==> src/rtl/core/four_class_priority_call_scheduler_defines.svh <==
// assertion macros for the four class priority call scheduler
// used by the top level only, needs no other file
`ifndef FOUR_CLASS_PRIORITY_CALL_SCHEDULER_DEFINES_SVH
`define FOUR_CLASS_PRIORITY_CALL_SCHEDULER_DEFINES_SVH
`ifndef SYNTHESIS
// plain property check, off during reset
`define FCPCS_ASSERT(lbl, clk, rstn, prop) \
    lbl: assert property (@(posedge clk) disable iff (!rstn) (prop)) \
        else $error("fcpcs assertion failed");
// same-cycle implication
`define FCPCS_ASSERT_IMP(lbl, clk, rstn, ante, cons) \
    lbl: assert property (@(posedge clk) disable iff (!rstn) (ante) |-> (cons)) \
        else $error("fcpcs implication failed");
// next-cycle implication
`define FCPCS_ASSERT_NXT(lbl, clk, rstn, ante, cons) \
    lbl: assert property (@(posedge clk) disable iff (!rstn) (ante) |=> (cons)) \
        else $error("fcpcs next-cycle implication failed");
`else
`define FCPCS_ASSERT(lbl, clk, rstn, prop)
`define FCPCS_ASSERT_IMP(lbl, clk, rstn, ante, cons)
`define FCPCS_ASSERT_NXT(lbl, clk, rstn, ante, cons)
`endif
`endif

==> src/rtl/core/fcpcs_pkg.sv <==
// shared types and constants of the four class priority call scheduler
// no dependencies
package fcpcs_pkg;

    localparam int QUEUE_DEPTH_DEF = 16;
    localparam int NUM_CLASSES_DEF = 4;

    localparam int ID_W   = 16;
    localparam int DUR_W  = 16;
    localparam int CLS_W  = 2;
    localparam int ENTRY_W = ID_W + DUR_W;

    // action codes carried in tuser
    localparam logic ACT_ARRIVE = 1'b0;
    localparam logic ACT_TICK   = 1'b1;

    // input tdata, lowest field in the lowest bits
    typedef struct packed {
        logic [5:0]       pad;
        logic [DUR_W-1:0] call_duration;
        logic [ID_W-1:0]  caller_id;
        logic [CLS_W-1:0] caller_class;
    } t_in_data;

    // output tdata, lowest field in the lowest bits
    typedef struct packed {
        logic             pad;
        logic             all_empty;
        logic             line_busy;
        logic [CLS_W-1:0] answered_class;
        logic [ID_W-1:0]  answered_id;
        logic             answered;
        logic             dropped;
        logic             accepted;
    } t_out_data;

    // queue control requests
    typedef struct packed {
        logic enq;
        logic pop;
    } t_qctl_ctl;

    // queue control status
    typedef struct packed {
        logic pick_valid;
        logic enq_full;
        logic all_empty;
    } t_qctl_sts;

endpackage

==> src/rtl/core/fcpcs_store.sv <==
// waiting caller store: one write port, one registered read port
// no package dependency
module fcpcs_store #(
    parameter int AW = 6,
    parameter int DW = 32
) (
    input  logic          i_clk,
    input  logic          i_we,
    input  logic [AW-1:0] i_waddr,
    input  logic [DW-1:0] i_wdata,
    input  logic          i_re,
    input  logic [AW-1:0] i_raddr,
    output logic [DW-1:0] o_rdata
);

    logic [DW-1:0] r_mem [2**AW];
    logic [DW-1:0] r_rdata;

    always_ff @(posedge i_clk) begin
        if (i_we) begin
            r_mem[i_waddr] <= i_wdata;
        end
        if (i_re) begin
            r_rdata <= r_mem[i_raddr];
        end
    end

    assign o_rdata = r_rdata;

endmodule

==> src/rtl/core/fcpcs_qctl.sv <==
// per-class head, tail and count registers with the priority pick
// depends on fcpcs_pkg
module fcpcs_qctl #(
    parameter int QUEUE_DEPTH = fcpcs_pkg::QUEUE_DEPTH_DEF,
    parameter int NUM_CLASSES = fcpcs_pkg::NUM_CLASSES_DEF,
    parameter int PW = $clog2(QUEUE_DEPTH),
    parameter int CW = $clog2(NUM_CLASSES)
) (
    input  logic                  i_clk,
    input  logic                  i_rst_n,
    input  fcpcs_pkg::t_qctl_ctl  i_ctl,
    input  logic [CW-1:0]         i_enq_cls,
    output fcpcs_pkg::t_qctl_sts  o_sts,
    output logic [CW-1:0]         o_pick_cls,
    output logic [PW-1:0]         o_head_ptr,
    output logic [PW-1:0]         o_tail_ptr
);

    localparam int NW = $clog2(QUEUE_DEPTH + 1);
    localparam logic [PW-1:0] LAST_SLOT = PW'(QUEUE_DEPTH - 1);
    localparam logic [NW-1:0] FULL_CNT  = NW'(QUEUE_DEPTH);

    logic [PW-1:0] r_head [NUM_CLASSES];
    logic [PW-1:0] r_tail [NUM_CLASSES];
    logic [NW-1:0] r_cnt  [NUM_CLASSES];

    logic [CW-1:0] pick_cls;
    logic          pick_valid;
    logic          all_empty;

    // lowest-numbered nonempty class wins
    always_comb begin
        pick_cls   = '0;
        pick_valid = 1'b0;
        all_empty  = 1'b1;
        for (int c = NUM_CLASSES - 1; c >= 0; c--) begin
            if (r_cnt[c] != '0) begin
                pick_cls   = CW'(c);
                pick_valid = 1'b1;
                all_empty  = 1'b0;
            end
        end
    end

    assign o_pick_cls       = pick_cls;
    assign o_head_ptr       = r_head[pick_cls];
    assign o_tail_ptr       = r_tail[i_enq_cls];
    assign o_sts.pick_valid = pick_valid;
    assign o_sts.enq_full   = (r_cnt[i_enq_cls] >= FULL_CNT);
    assign o_sts.all_empty  = all_empty;

    always_ff @(posedge i_clk) begin
        if (!i_rst_n) begin
            for (int c = 0; c < NUM_CLASSES; c++) begin
                r_head[c] <= '0;
                r_tail[c] <= '0;
                r_cnt[c]  <= '0;
            end
        end else begin
            if (i_ctl.enq) begin
                r_tail[i_enq_cls] <= (r_tail[i_enq_cls] == LAST_SLOT) ? '0
                                   : r_tail[i_enq_cls] + 1'b1;
                r_cnt[i_enq_cls]  <= r_cnt[i_enq_cls] + 1'b1;
            end
            if (i_ctl.pop) begin
                r_head[pick_cls] <= (r_head[pick_cls] == LAST_SLOT) ? '0
                                  : r_head[pick_cls] + 1'b1;
                r_cnt[pick_cls]  <= r_cnt[pick_cls] - 1'b1;
            end
        end
    end

endmodule

==> src/rtl/core/four_class_priority_call_scheduler.sv <==
// channel   | dir | payload (low bits first)                          | handshake
// s_axis    | in  | tdata: class, id, duration; tuser: action         | tvalid/tready
// m_axis    | out | tdata: accepted, dropped, answered, id, class,    | tvalid/tready
//           |     |        line_busy, all_empty                       |
// an arrival or a tick with nothing to answer writes the result register directly; a tick
// that answers first reads the waiting store in S_READ and then writes the result register
// reset is synchronous and clears pointers, counts and the busy counter;
// the waiting store is not cleared
// a new request is taken while no store read is outstanding and the result register is
// empty or being drained, so a stalled output holds the input back by at most one result
// top level of the four class priority call scheduler
// depends on fcpcs_pkg, fcpcs_qctl, fcpcs_store and the defines header
`include "four_class_priority_call_scheduler_defines.svh"

module four_class_priority_call_scheduler #(
    parameter int QUEUE_DEPTH = fcpcs_pkg::QUEUE_DEPTH_DEF,
    parameter int NUM_CLASSES = fcpcs_pkg::NUM_CLASSES_DEF
) (
    input  logic        i_clk,
    input  logic        i_rst_n,
    input  logic        s_axis_tvalid,
    output logic        s_axis_tready,
    // [1:0] caller_class, [17:2] caller_id, [33:18] call_duration, [39:34] zero
    input  logic [39:0] s_axis_tdata,
    // [0] action
    input  logic [0:0]  s_axis_tuser,
    output logic        m_axis_tvalid,
    input  logic        m_axis_tready,
    // [0] accepted, [1] dropped, [2] answered, [18:3] answered_id,
    // [20:19] answered_class, [21] line_busy, [22] all_empty, [23] zero
    output logic [23:0] m_axis_tdata
);

    localparam int PW = $clog2(QUEUE_DEPTH);
    localparam int CW = $clog2(NUM_CLASSES);
    localparam int AW = CW + PW;
    localparam int DUR_W = fcpcs_pkg::DUR_W;
    localparam int ENTRY_W = fcpcs_pkg::ENTRY_W;

    typedef enum logic {S_IDLE, S_READ} t_state;

    t_state                r_state;
    logic                  r_out_valid;
    fcpcs_pkg::t_out_data  r_out_data;
    logic [DUR_W-1:0]      r_busy;
    logic [CW-1:0]         r_sel_cls;

    fcpcs_pkg::t_in_data   in_data;
    fcpcs_pkg::t_out_data  n_out_now;
    fcpcs_pkg::t_out_data  n_out_read;
    fcpcs_pkg::t_qctl_ctl  qctl_ctl;
    fcpcs_pkg::t_qctl_sts  qctl_sts;

    logic                  in_fire;
    logic                  out_fire;
    logic                  n_out_valid;
    logic                  is_tick;
    logic [DUR_W-1:0]      busy_dec;
    logic                  do_enq;
    logic                  do_pop;
    logic [CW-1:0]         enq_cls;
    logic [CW-1:0]         pick_cls;
    logic [PW-1:0]         head_ptr;
    logic [PW-1:0]         tail_ptr;
    logic [ENTRY_W-1:0]    rd_entry;

    assign in_data  = fcpcs_pkg::t_in_data'(s_axis_tdata);
    assign is_tick  = (s_axis_tuser[0] == fcpcs_pkg::ACT_TICK);
    assign in_fire  = s_axis_tvalid && s_axis_tready;
    assign out_fire = m_axis_tvalid && m_axis_tready;

    // one request at a time; wait while an answering tick reads the store
    assign s_axis_tready = (r_state == S_IDLE) && (!r_out_valid || m_axis_tready);

    // classes beyond the last one fold into the catch-all class
    assign enq_cls = ({30'd0, in_data.caller_class} >= NUM_CLASSES)
                   ? CW'(NUM_CLASSES - 1) : CW'(in_data.caller_class);

    // saturating decrement of the busy counter
    assign busy_dec = (r_busy != '0) ? r_busy - 1'b1 : '0;

    assign do_enq = in_fire && !is_tick && !qctl_sts.enq_full;
    assign do_pop = in_fire && is_tick && (busy_dec == '0) && qctl_sts.pick_valid;

    assign qctl_ctl.enq = do_enq;
    assign qctl_ctl.pop = do_pop;

    fcpcs_qctl #(
        .QUEUE_DEPTH (QUEUE_DEPTH),
        .NUM_CLASSES (NUM_CLASSES),
        .PW          (PW),
        .CW          (CW)
    ) u_qctl (
        .i_clk      (i_clk),
        .i_rst_n    (i_rst_n),
        .i_ctl      (qctl_ctl),
        .i_enq_cls  (enq_cls),
        .o_sts      (qctl_sts),
        .o_pick_cls (pick_cls),
        .o_head_ptr (head_ptr),
        .o_tail_ptr (tail_ptr)
    );

    // entry layout: id in the upper half, duration in the lower half
    fcpcs_store #(
        .AW (AW),
        .DW (ENTRY_W)
    ) u_store (
        .i_clk   (i_clk),
        .i_we    (do_enq),
        .i_waddr ({enq_cls, tail_ptr}),
        .i_wdata ({in_data.caller_id, in_data.call_duration}),
        .i_re    (do_pop),
        .i_raddr ({pick_cls, head_ptr}),
        .o_rdata (rd_entry)
    );

    // result of an arrival or of a tick that answers nobody
    always_comb begin
        n_out_now                = '0;
        n_out_now.accepted       = do_enq;
        n_out_now.dropped        = !is_tick && qctl_sts.enq_full;
        n_out_now.line_busy      = is_tick ? (busy_dec != '0) : (r_busy != '0);
        n_out_now.all_empty      = do_enq ? 1'b0 : qctl_sts.all_empty;
    end

    // result of an answering tick, once the store data is back
    always_comb begin
        n_out_read                = '0;
        n_out_read.answered       = 1'b1;
        n_out_read.answered_id    = rd_entry[ENTRY_W-1:DUR_W];
        n_out_read.answered_class = 2'(r_sel_cls);
        n_out_read.line_busy      = (rd_entry[DUR_W-1:0] != '0);
        n_out_read.all_empty      = qctl_sts.all_empty;
    end

    // result register: emptied when drained, filled by a finished request
    always_comb begin
        n_out_valid = r_out_valid && !out_fire;
        if (r_state == S_READ) begin
            n_out_valid = 1'b1;
        end else if (in_fire && !do_pop) begin
            n_out_valid = 1'b1;
        end
    end

    always_ff @(posedge i_clk) begin
        if (!i_rst_n) begin
            r_state     <= S_IDLE;
            r_out_valid <= 1'b0;
            r_busy      <= '0;
        end else begin
            r_out_valid <= n_out_valid;
            unique case (r_state)
                S_IDLE: begin
                    if (in_fire) begin
                        if (do_pop) begin
                            r_sel_cls <= pick_cls;
                            r_state   <= S_READ;
                        end else begin
                            r_out_data  <= n_out_now;
                            if (is_tick) begin
                                r_busy <= busy_dec;
                            end
                        end
                    end
                end
                S_READ: begin
                    // answered caller's duration reloads the busy counter
                    r_busy      <= rd_entry[DUR_W-1:0];
                    r_out_data  <= n_out_read;
                    r_state     <= S_IDLE;
                end
                default: begin
                    r_state <= S_IDLE;
                end
            endcase
        end
    end

    assign m_axis_tvalid = r_out_valid;
    assign m_axis_tdata  = r_out_data;

    // no request is taken while a store read is outstanding
    `FCPCS_ASSERT_IMP(a_no_accept_in_read, i_clk, i_rst_n, r_state == S_READ, !s_axis_tready)
    // an answering tick always enters the store read state on the next edge
    `FCPCS_ASSERT_NXT(a_pop_then_answer, i_clk, i_rst_n, do_pop, r_state == S_READ)
    // a result never both enqueues and answers
    `FCPCS_ASSERT_IMP(a_one_kind, i_clk, i_rst_n, m_axis_tvalid, !(m_axis_tdata[0] && m_axis_tdata[2]))

endmodule

==> config.mk <==
export PLATFORM = sky130hd
export DESIGN_NAME = four_class_priority_call_scheduler
export DESIGN_NICKNAME = d
export VERILOG_FILES = /design/src/rtl/core/fcpcs_pkg.sv /design/src/rtl/core/fcpcs_store.sv /design/src/rtl/core/fcpcs_qctl.sv /design/src/rtl/core/four_class_priority_call_scheduler.sv
export VERILOG_INCLUDE_DIRS = /design/src /design/src/rtl/core
export SDC_FILE = /design/constraint.sdc
export NUM_CORES = 2
export LEC_CHECK = 0
export BUFFER_PORTS_ARGS = -buffer_cell sky130_fd_sc_hd__buf_4
export CAP_MARGIN = 30
export CORE_ASPECT_RATIO = 0.7
export CORE_UTILIZATION = 63
export CTS_CLUSTER_DIAMETER = 100
export DETAILED_ROUTE_END_ITERATION = 8
export HOLD_SLACK_MARGIN = 0.03
export PLACE_DENSITY_LB_ADDON = 0.25
export SYNTH_ARGS = -nofsm -noshare
export SYNTH_HDL_FRONTEND = slang
export SYNTH_SLANG_ARGS = --single-unit
==> constraint.sdc <==
create_clock -name i_clk -period 5.59 [get_ports i_clk]
set_input_delay 0.559 -clock i_clk [delete_from_list [all_inputs] [get_ports i_clk]]
set_output_delay 0.559 -clock i_clk [all_outputs]
set_load 0.02 [all_outputs]
==> impl_metrics.ini <==
[detailed_routing]
drtIter0Drc = 7986
wl_met1_mm = 89.1
via_per_inst = 7.08
final_antenna_net_count = 0
met3_length_mm = 36.9
met2RoutedLength_mm = 102
vias = 49000
first_pass_iters = 8
remaining_drc_errors = 0
wl_per_cell_um = 34.1
top_layer_used = met5
wirelength_mm = 236

[power_and_ir_drop]
cellLeakagePower_nw = 31.0
p_int_mw = 29.1
switchingPower_mw = 12.6
pwr-share-clk_pct = 30.8
combPwrFrac_pct = 24.7
power_density_mw_per_mm2 = 433
vdd_ir_drop_max_uv = 373
p_seq_share_pct = 44.5
power_mw = 41.7
p_sw_share_pct = 30.3

[clock_tree]
clk_pin_slew_ps = 70
cts_root_buf = clkbuf_16
postCtsHoldBufs = 2
h-tree-depth = 4
cts_setup_buffers = 0
clk_latency_ps = 850
cts_resized = 0
tritoncts = yes
cts_buffer_depth = 3
clock-sinks = 2175
numCtsBuffers = 191

[timing]
hold_viol = 0
post-route-period-util_pct = 93.1
slew_headroom_pct = 30.5
finClkSkew_ps = 41.4
setup_tns_ps = 0
fmax_mhz = 192
maxSlewViolCount = 0
tightestPinTransition_ps = 1040
grt_setup_unrepaired = no
period_needed_ps = 5210
setup_violations = 0

[worst_setup_path]
path_cells = or4_4 > nor4_2 > o21ai_1 > o211ai_4 > nand2_4 > inv_8 > buf_12 > buf_12 > buf_4 > mux4_2 > a211oi_1 > or3_1 > nand4_1
reg2reg_from = u_qctl.r_cnt[3][0]$_DFFE_PP_
critical_path_buf_inv_count = 4
criticalPathCategory = reg2reg
cp_data_arrival_time_ps = 5730
cp-start-kind = flip-flop
cp_slowest_stage_delay_ps = 580
cp_max_fo = 34
path_delay_family = simple AND/OR/NAND/NOR gates
required_ps = 6110
cp-startpoint = u_qctl.r_cnt[3][0]$_DFFE_PP_
critPathSlowestCell = or4_4
critical_path.endpoint_type = flip-flop
cpMostUsedCell = buf_12

[yosys]
synth_area_leaders = edfxtp_1, mux4_2, mux2i_1, o21ai_0, a211oi_1
yosysWarningCount = 0
synth_edf_count = 2157
synth_top_cell_by_area = edfxtp_1
synth_area_mm2 = 0.0862
synthCells = 4805
synth_nets = 4855
synth_cell_types = 78
synth_seq_cells = 2175
synth_seq_area_share_pct = 75.5
ys.flop_type = edfxtp_1
synth_top_area_share_pct = 75.1
syn_avg_cell_area_um2 = 17.9
ys_async_sr_fraction_pct = 0

[layout]
drive_gt1_share_pct = 18.9
fillers = 8095
syn2layout_area_growth_pct = 11.8
fin_util_pct = 71.0
nNetsFinal = 5028

[placed_design]
hpwl_mm = 136
io_buffers = 63
gp_congestion = 0.931

[floorplan]
ios = 71
rows = 113
design.die.area_mm2 = 0.138
die_height_um = 312
core-area_mm2 = 0.136
initial_core_util_pct = 63.5
fp.dieW_um = 444

[worst_hold_path]
hold_path.class = in2reg
min_from = i_rst_n

[global_route]
grt_pass1_wl_mm = 333
grt_max_degree = 102
grtUsageTotal_pct = 34.3
grt_pass1_vias = 46500
gr-total-overflow = 0
antenna_found_initial = 8

[status]
run_status = complete, no violations

[run]
cap_violations = 0
==> routing by layer <==
layer	global-route usage, %	vias to the layer above
li1	-	19800
met1	51.5	24800
met2	48.2	3962
met3	11.0	514
met4	11.3	10
met5	0	-
==> cell usage after synthesis, types with 47 or more instances <==
master / n
a211oi_1: 125
nor2_1: 146
mux2_1: 52
nand2_1: 176
nand3_1: 186
clkbuf_1: 166
buf_2: 79
a21oi_1: 173
nand4_1: 47
o22ai_1: 52
mux2i_1: 326
edfxtp_1: 2157
mux4_2: 277
inv_1: 143
o21ai_0: 195
==> final timing paths <==
check	end	slack (ps)	cells past startpoint
worst max-delay path	u_store.o_rdata[0]$_DFFE_PN_	380	13
worst min-delay path	r_busy[15]$_SDFFE_PN0P_	130	2
worst max register to register	u_store.o_rdata[0]$_DFFE_PN_	380	13
worst min register to register	m_axis_tdata[18]$_SDFFCE_PN0P_	520	1
==> power by group through the flow <==
| stage | clock network, mW | logic [mW] | registers, mW |
|---|---|---|---|
| finish | 12.9 | 10.3 | 18.6 |
| global route | 13.5 | 10.8 | 18.6 |
| CTS | 12.9 | 10.1 | 18.6 |
| detailed placement | 0 | 9.99 | 18.9 |
| global placement | 0 | 9.78 | 18.9 |
| floorplan | 0 | 6.46 | 18.8 |
==> metrics by stage <==
stage | instance area [um^2] | setup WS, ps | std cells | hold slack, ps
2_1_floorplan | 86200 | 1350 | 4805 | 473
3_3_place_gp | 90200 | 709 | 6557 | 511
3_5_place_dp | 90300 | 585 | 6563 | 511
4_1_cts | 96300 | 517 | 6914 | 96.0
5_1_grt | 96400 | 258 | 6917 | 127
6_report | 96400 | 384 | 6920 | 134
==> placed cells by master (no fill, tap or decap), types with 27 or more instances in the layout <==
master,n
nand3_1,184
mux4_2,277
clkinv_2,28
o21ai_0,195
nor2_4,66
buf_12,45
nor2_1,79
nand4_1,47
mux2i_1,325
mux2_2,27
a211oi_1,125
buf_4,224
clkbuf_1,44
inv_1,142
a21oi_1,172
o221a_2,33
o22ai_1,52
edfxtp_1,2157
nand2_1,175
or3_1,42
mux2_1,52
clkinv_1,51
o221a_1,40
nand2b_1,31
clkbuf_16,192
==> state kept, by name, indices dropped and copies added, names as in the netlist <==
signal / flops
u_store.r_mem: 2048
r_state: 1
u_qctl.r_cnt: 20
u_qctl.r_tail: 16
m_axis_tvalid: 1
u_store.o_rdata: 32
m_axis_tdata: 23
r_busy: 16
u_qctl.r_head: 16
r_sel_cls: 2
==> layout make-up <==
cell class                      instances  area, um^2  share of cell area, %
Timing Repair Buffer                  278        2730                   2.83
Antenna cell                            4        10.0                 0.0104
Tap cell                             1782        2230                   2.31
Sequential cell                      2175       65100                   67.6
Clock buffer                          238        5000                   5.19
Clock inverter                        111         992                   1.03
Multi-Input combinational cell       2183       19700                   20.4
Inverter                              149         574                  0.596
==> cell families (layout without fill, tap and decap cells) <==
logic type / count (synthesis) / after routing / share of synthesized area, %
DFF: 2175 / 2175 / 75.5
AOI/OAI and AO/OA: 748 / 748 / 5.77
and+or+nand+nor: 739 / 739 / 4.19
muxes: 682 / 682 / 12.1
buffers and inverters: 447 / 776 / 2.30
xor gates and xnor gates: 8 / 8 / 0.0813
adders and majority gates: 5 / 5 / 0.0726
other: 1 / 5 / 0.00435
(Power assumes the default switching activity.)
